<file path="config.mk">
export PLATFORM = sky130hd
export DESIGN_NAME = rv32_front
export DESIGN_NICKNAME = d
export VERILOG_FILES = /design/src/rtl/core/rv32_pkg.sv /design/src/rtl/core/rv32_front.sv
export SDC_FILE = /design/constraint.sdc
export NUM_CORES = 1
export LEC_CHECK = 0
export BUFFER_PORTS_ARGS = -buffer_cell sky130_fd_sc_hd__buf_4
export CAP_MARGIN = 20
export CORE_MARGIN = 2
export CORE_UTILIZATION = 54
export CTS_BUF_LIST = sky130_fd_sc_hd__clkbuf_4
export DETAILED_ROUTE_END_ITERATION = 8
export GPL_TIMING_DRIVEN = 0
export PLACE_DENSITY_LB_ADDON = 0.08
export SYNTH_ARGS = -nofsm -noshare
export SYNTH_HDL_FRONTEND = slang
export SYNTH_SLANG_ARGS = --single-unit
</file>
<file path="constraint.sdc">
create_clock -name clk -period 3.2 [get_ports clk]
set_input_delay 0.32 -clock clk [delete_from_list [all_inputs] [get_ports clk]]
set_output_delay 0.32 -clock clk [all_outputs]
set_load 0.03 [all_outputs]
</file>
<file path="src/rtl/core/rv32_pkg.sv">
// Package for the RV32I execute block: opcodes, decoded request type, status codes.
// Used by rv32_front, rv32_back and the top level in rtl/core; depends on nothing.
`timescale 1ns / 1ps
package rv32_pkg;

  localparam logic [6:0] OP_LUI    = 7'h37;
  localparam logic [6:0] OP_AUIPC  = 7'h17;
  localparam logic [6:0] OP_JAL    = 7'h6F;
  localparam logic [6:0] OP_JALR   = 7'h67;
  localparam logic [6:0] OP_BRANCH = 7'h63;
  localparam logic [6:0] OP_LOAD   = 7'h03;
  localparam logic [6:0] OP_STORE  = 7'h23;
  localparam logic [6:0] OP_IMM    = 7'h13;
  localparam logic [6:0] OP_REG    = 7'h33;

  localparam logic [31:0] UPPER_MASK = 32'hFFFFF000;
  localparam logic [6:0]  F7_ALT     = 7'h20;

  localparam logic [1:0] ST_OK      = 2'd0;
  localparam logic [1:0] ST_ILLEGAL = 2'd1;
  localparam logic [1:0] ST_RANGE   = 2'd2;

  typedef enum logic [1:0] {
    EX_IDLE,
    EX_READ,
    EX_MEM
  } ex_state_t;

  // One classified request travelling from the front to the back.
  typedef struct packed {
    logic [31:0] instr;
    logic        illegal;
  } dec_req_t;

endpackage

</file>
<file path="src/rtl/core/rv32_front.sv">
// Front part: accepts instruction words, classifies legality, feeds a two-entry queue.
// Depends on rv32_pkg.
`timescale 1ns / 1ps
module rv32_front (
  input  logic                 clk,
  input  logic                 rst,
  input  logic                 in_valid,
  output logic                 in_ready,
  input  logic [31:0]          instruction,
  output logic                 q_valid,
  input  logic                 q_ready,
  output rv32_pkg::dec_req_t   q_data
);
  import rv32_pkg::*;

  dec_req_t   slot [2];
  logic       rd_ptr, wr_ptr;
  logic [1:0] count;
  logic       illegal;
  logic [6:0] opc, f7;
  logic [2:0] f3;

  assign opc = instruction[6:0];
  assign f3  = instruction[14:12];
  assign f7  = instruction[31:25];

  always_comb begin
    unique case (opc)
      OP_LUI, OP_AUIPC, OP_JAL: illegal = 1'b0;
      OP_JALR:   illegal = (f3 != 3'd0);
      OP_BRANCH: illegal = (f3 == 3'd2) || (f3 == 3'd3);
      OP_LOAD:   illegal = (f3 == 3'd3) || (f3 > 3'd5);
      OP_STORE:  illegal = (f3 > 3'd2);
      OP_IMM: begin
        if (f3 == 3'd1) illegal = (f7 != 7'd0);
        else if (f3 == 3'd5) illegal = (f7 != 7'd0) && (f7 != F7_ALT);
        else illegal = 1'b0;
      end
      OP_REG: begin
        if (f7 == 7'd0) illegal = 1'b0;
        else if (f7 == F7_ALT) illegal = (f3 != 3'd0) && (f3 != 3'd5);
        else illegal = 1'b1;
      end
      default: illegal = 1'b1;
    endcase
  end

  assign in_ready = (count != 2'd2);
  assign q_valid  = (count != 2'd0);
  assign q_data   = slot[rd_ptr];

  always_ff @(posedge clk) begin
    if (in_valid && in_ready) begin
      slot[wr_ptr].instr   <= instruction;
      slot[wr_ptr].illegal <= illegal;
    end
    if (rst) begin
      rd_ptr <= 1'b0;
      wr_ptr <= 1'b0;
      count  <= 2'd0;
    end else begin
      if (in_valid && in_ready) wr_ptr <= ~wr_ptr;
      if (q_valid && q_ready) rd_ptr <= ~rd_ptr;
      count <= count + 2'(in_valid && in_ready) - 2'(q_valid && q_ready);
    end
  end
endmodule

</file>
==> results of run 1 <==
==> worst max-delay path by stage <==
stage                             end  cells past startpoint  slack (ps)
after floorplan            slot[0][0]                      3         560
after global placement    slot[0][19]                      3         200
after detailed placement     count[1]                      8        1320
after CTS                  q_data[10]                      4        1030
after global routing       q_data[10]                      4         950
final                      q_data[10]                      4        1080
==> layout by cell type, fill, tap and decap left out, types with 2 or more instances in the layout <==
master	count
mux2_2	33
xnor2_1	2
dfxtp_1	5
xor2_1	3
edfxtp_1	66
clkinv_2	2
buf_2	3
inv_1	2
ha_1	2
clkbuf_4	10
buf_4	70
clkinv_1	3
nor2b_1	3
a21oi_1	2
nor2_1	5
o21ai_0	3
==> where the power goes <==
group | total, mW | leakage [nW] | switching, mW | internal [mW]
sequential | 1.22 | 0.655 | 0.0403 | 1.18
combinational | 0.958 | 0.592 | 0.567 | 0.391
clock | 0.524 | 0.0727 | 0.287 | 0.237
==> layer usage <==
metal | track usage (%) | share of wire, %
met1 | 22.0 | 39
met2 | 30.7 | 53
met3 | 4.37 | 5.5
met4 | 11.7 | 2.4
met5 | 0 | 0
==> flip-flops by register name (all words and copies together) (netlist names), named ones only <==
name and cells:
rd_ptr 1, count 2, wr_ptr 1, slot 66
==> layout make-up <==
type                       count  area [um^2]
buffer                         4         18.8
clock buffer                  10         75.1
clock inverter                 6         51.3
fill                         340         1330
inverter                       2         7.51
multi-input combinational     71          646
sequential                    71         2080
tap                           67         83.8
timing repair buffer          70          526
==> worst max-delay path, cell delays in order, from the launching register on <==
cell and delay [ps]:
dfxtp_1 320, clkbuf_1 230, buf_2 310, mux2_2 380, buf_4 170
==> stage by stage <==
step,utilization [%],instance area (um^2),power [mW],worst slack [ps],instances
after floorplan,-,2750,1.86,558,148
after global placement,69.6,3350,2.17,199,285
after detailed placement,69.8,3360,2.21,1320,285
after CTS,72.4,3490,2.73,1030,301
after global routing,72.4,3490,2.82,947,301
final,72.4,3490,2.70,1080,301
==> cells by family (layout without fill, tap and decap cells) <==
family	after synthesis	after routing
DFF	71	71
muxes	33	33
and+or+nand+nor	21	21
AOI/OAI and AO/OA	10	10
buffers and inverters	6	92
xor gates and xnor gates	5	5
adders and majority gates	2	2
==> impl_results.md, run 1 <==
* Status: finished, final reports clean
* Post-Synth XOR/XNOR Area at 1.60%
* WHS Path Cells at 1
* CTS resizes at 0
* Sequential-to-total area share from yosys stat at 75.8%
* # setup viols final at 0
* R2r worst-path depth at 8
* CTS max path bufs at 2
* Synth Warn # at 0
* Yosys top cell by area: edfxtp_1
* Hold Path Sink: slot[0][12]
* Post-synthesis cell type count at 30
* H-tree depth at 3
* Fmax at 0.471 GHz
* TNS Setup at 0 ps
* Synthesized instance count at 148
* Max-cap check violation count at 0
* Max-slew violations at 0
* WP data required at 2880 ps
* Slew margin rel. at 33.5%
* Synthesized flop and latch total at 71
* Largest family of logic cells by synthesized area: multiplexers
* Number of remaining DRC errors at 0
* CTS tree: built
* CTS Root Cell: clkbuf_4
* Vias in the first global route at 1,565
* Maximum number of pins on one net before global-route repair at 34
* Total CTS buffers at 9
* Tmin final at 2120 ps
* Site row count at 25
* Layout area overhead at 27.1%
* Worst-Skew Late Latency at 400 ps
* Critical setup path kind: register to output pin
* FF-to-FF End: count[1]
* Post-synth EDFFs at 66
* Routed WL per cell at 16.7 um
* Hold WS at 96.6 ps
* Post-Synth Adder-Cell Area at 0.912%
* Vias at 1,563
* Peak supply drop at 0.630 mV
* Layout cell share with drive strength beyond 1 at 53.0%
* Async S/R FF share, synth at 0%
* Clock Skew at 12.9 ps
* Drt total wl at 5010 um
* Total track usage at 18.6%
* Synthesized cell area at 0.00275 mm^2
* Vias per cell at 5.19
* Hold Crit Start: instruction[11]
* DR pass1 iterations at 4
* RSZ-0062 raised after global routing: false
* Setup Fix Bufs, Post-CTS at 0
* Synth top area cells: edfxtp_1 72%, mux2_2 14%, dfxtp_1 3.6%
* NumNets Final at 267
* Inserted Diodes at 0
* Top-count cell post-synth: edfxtp_1
* HPWL after DPL at 3360 um
* Leakage at 1.32 nW
* Post-synth top cells: 66 x edfxtp_1, 33 x mux2_2, 6 x nor2_1
* Top Ports at 71
* GRT overflow at 0
* Antenna viol nets, final at 0
* I/O Buffers at 70
* CP arrival at 1800 ps
* Die span in x at 75.3 um
* Initial cell density of the core at 57.0%
* Die H at 75.3 um
* Syn Nets at 186
* Crit Reg-Reg Startpoint: count[1]
* Pwr per Cell Area at 774 mW/mm^2
* Initial antenna violation count at 0
* Startpoint types: register
* Placeable Area at 0.00482 mm^2
* # hold bufs at CTS at 0
* Multiplexer share of the synthesized area at 13.5%
* CP max FO at 10
* DIE AREA at 0.00567 mm^2
* Worst-path clk slew at 110 ps
* Yosys top cell area share at 72.2%
* First-pass GRT wire length at 7400 um
* Mean post-synth cell area at 18.5 um^2
* Routability cong. at 0.836
* Min-delay worst type: input pin to register
* Compound-Gate Fraction of Synth Area at 2.46%
* Final Cycle Share at 66.4%
* Main synth FF type: edfxtp_1
* Worst setup EP type: output pin
* Reg-to-reg slack, setup at 1320 ps
* Initial DRC Count at 92
* Simple-Gate Fraction of Synth Area at 4.69%
* Worst-Margin Slew at 995 ps
* Clk sinks at 71
* Hold Vio Cnt, Final at 0
No activity file was read; power rests on OpenSTA's default activity.
==> run 2: changes to the inputs <==
ABC_AREA = 1   (was default)
CORE_UTILIZATION = 50   (was 54)
clock period = 1.9 ns   (was 3.2 ns; I/O delays follow)
==> run 2 against run 1 <==
Clock-buffer cell count is 1 lower; die area rose by 18%; utilization fell by 1.7 points; hold slack worse by 19 ps; clock power is 71% higher; global-route usage fell by 1.3 points; sequential power increased by 68%; first-iteration DRC count is 2.2% lower; flip-flop and latch count is the same; largest cell class unchanged.
==> impl_results.md, run 2 <==
* Fmax at 0.579 GHz
* First-pass GRT wire length at 8160 um (was 7400 um)
* Die span in x at 81.8 um (was 75.3 um)
* Final Cycle Share at 90.9%
* R2r worst-path depth at 9 (was 8)
* Synthesized cell area at 0.00303 mm^2 (was 0.00275 mm^2)
* Top Ports at 71 (unchanged)
* NumNets Final at 345 (was 267)
* Max FFs per register at 66 (unchanged)
* Reg power frac at 42.2% (was 45.1%)
* Max-slew violations at 0 (unchanged)
* Pwr per Cell Area at 1170 mW/mm^2 (was 774 mW/mm^2)
* Routed WL per cell at 13.7 um (was 16.7 um)
* Synthesized flop and latch total at 71 (unchanged)
* Synth Warn # at 0 (unchanged)
* Initial cell density of the core at 51.4% (was 57.0%)
* Site row count at 28 (was 25)
* Layout cell share with drive strength beyond 1 at 45.5% (was 53.0%)
* Fin area at 0.00416 mm^2 (was 0.00349 mm^2)
* Post-synthesis cell type count at 24 (was 30)
* Inserted Diodes at 0 (unchanged)
* Startpoint types: register (unchanged)
* Clock Skew at 8.65 ps (was 12.9 ps)
* Yosys top cell area share at 65.5% (was 72.2%)
* Total CTS buffers at 9 (unchanged)
* Total track usage at 17.3% (was 18.6%)
* DR pass1 iterations at 4 (unchanged)
* Grt met1 use at 19.4% (was 22.0%)
* Async S/R FF share, synth at 0% (unchanged)
* Vias in the first global route at 1,800 (was 1,565)
* Antenna viol nets, final at 0 (unchanged)
* Peak supply drop at 0.784 mV (was 0.630 mV)
* Internal power at 3.25 mW (was 1.81 mW)
* Worst-Skew Late Latency at 400 ps (about the same)
* Met2 Use GR at 30.2% (was 30.7%)
* Max-cap check violation count at 0 (unchanged)
* FILL cells at 443 (was 340)
* Clk sinks at 71 (unchanged)
* Clock share of power at 18.4% (was 19.4%)
* Vias per cell at 4.74 (was 5.19)
* Drt total wl at 5310 um (was 5010 um)
* Synthesized instance count at 191 (was 148)
* Placeable Area at 0.00589 mm^2 (was 0.00482 mm^2)
* Most flops, register: slot (unchanged)
* Vias at 1,835 (was 1,563)
* DIE AREA at 0.00669 mm^2 (was 0.00567 mm^2)
* Most common cell after layout, fill and taps aside: buf_4 (unchanged)
* Placed Area at 0.00370 mm^2 (was 0.00336 mm^2)
* WP data required at 1710 ps (was 2880 ps)
* Number of remaining DRC errors at 0 (unchanged)
* CP max FO at 10 (unchanged)
* FF-to-FF End: count[1] (unchanged)
* Main synth FF type: edfxtp_1 (unchanged)
* Sequential-to-total area share from yosys stat at 68.8% (was 75.8%)
* Biggest regs: slot (66), count (2) (unchanged)
* CP arrival at 1540 ps (was 1800 ps)
* Syn Nets at 229 (was 186)
* Crit Reg-Reg Startpoint: count[0] (was count[1])
* Tmin final at 1730 ps
* Combinational power share at 39.4% (was 35.5%)
* CTS Root Cell: clkbuf_4 (unchanged)
* Reg-to-reg slack, setup at 230 ps (was 1320 ps)
* Pwr Total at 4.85 mW (was 2.70 mW)
* Met3 Track Usage GR at 3.96% (was 4.37%)
* Min-delay worst type: input pin to register (unchanged)
* H-tree depth at 3 (unchanged)
* Area of the multi-input gates at 856 um^2 (was 646 um^2)
* Psw at 1.61 mW (was 895 uW)
* Routability cong. at 0.781 (was 0.836)
* Layout area overhead at 37.5% (was 27.1%)
* Hold Vio Cnt, Final at 0 (unchanged)
* RSZ-0062 raised after global routing: false (unchanged)
* Setup Fix Bufs, Post-CTS at 0 (unchanged)
* Initial antenna violation count at 0 (unchanged)
* Mean post-synth cell area at 15.9 um^2 (was 18.5 um^2)
* Yosys top cell by area: edfxtp_1 (unchanged)
* Worst setup EP type: output pin (unchanged)
* Leakage at 1.70 nW (was 1.32 nW)
* Most frequent cells in the layout: 70 x buf_4, 66 x edfxtp_1, 33 x dlygate4sd3_1, 30 x mux2_4, 26 x nand2_1 (was 70 x buf_4, 66 x edfxtp_1, 33 x mux2_2, 10 x clkbuf_4)
* Switching Fraction at 33.1% (about the same)
* Post-synth EDFFs at 66 (unchanged)
* CTS max path bufs at 2 (unchanged)
* HPWL after DPL at 3490 um (was 3360 um)
* CP endpoint: q_data[5] (was q_data[10])
* Register area at 0.00208 mm^2 (unchanged)
* Critical setup path kind: register to output pin (unchanged)
* Top-count cell post-synth: edfxtp_1 (unchanged)
* Post-synth top cells: 66 x edfxtp_1, 30 x mux2_4, 26 x nand2_1 (was 66 x edfxtp_1, 33 x mux2_2, 6 x nor2_1)
* Worst-path clk slew at 110 ps (about the same)
* Die H at 81.8 um (was 75.3 um)
* I/O Buffers at 70 (unchanged)
* Status: finished, final reports clean (unchanged)
* CTS tree: built (unchanged)
* # setup viols final at 0 (unchanged)
* Worst-Margin Slew at 347 ps (was 995 ps)
* Maximum number of pins on one net before global-route repair at 28 (was 34)
* Synth top area cells: edfxtp_1 65%, mux2_4 15%, dfxtp_1 3.3% (was edfxtp_1 72%, mux2_2 14%, dfxtp_1 3.6%)
* Slew margin rel. at 76.8% (was 33.5%)
* Most used routing layer in global routing: met2 (unchanged)
* Initial DRC Count at 90 (was 92)
* GRT overflow at 0 (unchanged)
==> run 2: layer usage <==
| metal | routed length [um] | up-vias |
|---|---|---|
| met5 | 0 | - |
| met4 | 110 | 0 |
| met3 | 222 | 11 |
| met2 | 2900 | 47 |
| met1 | 2070 | 864 |
| li1 | - | 913 |
==> run 2: critical path, stage by stage (launching register included) <==
cell     delay, ps
dfxtp_1        340
buf_6          130
buf_6          190
mux2_4         320
buf_4          170
==> run 2: through the flow <==
stage	util, %	hold slack, ps	std cells	setup TNS [ps]	worst slack, ps
2_1_floorplan	-	259	191	-12800	-203
3_3_place_gp	62.1	375	336	-36270	-564
3_5_place_dp	62.9	379	338	0	230
4_1_cts	70.7	58.4	387	0	125
5_1_grt	70.7	103	387	0	77.9
6_report	70.7	77.5	387	0	173
==> run 2: timing repair <==
action | in CTS | in global routing
endpoints found under the hold margin | 69 | 0
resized for setup | 0 | 0
hold buffers | 33 | 0
==> run 2: how the worst min path moves through the flow <==
stage / endpoint / from / cells after the start / slack, ps
after detailed placement: slot[1][9] / instruction[8] / 1 / 380
after global placement: slot[0][9] / instruction[8] / 1 / 380
after global routing: register / q_ready / 4 / 100
after floorplan: register / rst / 1 / 260
after CTS: wr_ptr / in_valid / 3 / 60
final: wr_ptr / in_valid / 3 / 80
==> run 2: cells by family (layout without fill, tap and decap cells) <==
kind of cell    Yosys count  in the layout  synth area share [%]
buf+inv                  20            141                  3.47
fa+ha+maj                 2              2                 0.826
flops                    71             71                  68.8
simple gates             59             59                  9.83
compound gates            5              5                 0.826
xor+xnor                  1              1                 0.289
mux                      33             33                  16.0
==> run 2: cell type report <==
type / instances / share of cell area (%)
Multi-Input combinational cell: 100 / 20.6
Clock inverter: 7 / 1.53
Tap cell: 75 / 2.25
Sequential cell: 71 / 50.0
Inverter: 16 / 1.44
Buffer: 4 / 1.08
Timing Repair Buffer: 105 / 21.5
Clock buffer: 9 / 1.62
==> run 2: power groups by stage <==
stage | Combinational, mW | Sequential [mW] | Clock (mW)
2_1_floorplan | 1.28 | 2.07 | 0
5_1_grt | 2.05 | 2.07 | 0.984
6_report | 1.91 | 2.05 | 0.894
3_3_place_gp | 1.81 | 2.08 | 0
4_1_cts | 1.94 | 2.05 | 0.928
3_5_place_dp | 1.88 | 2.09 | 0
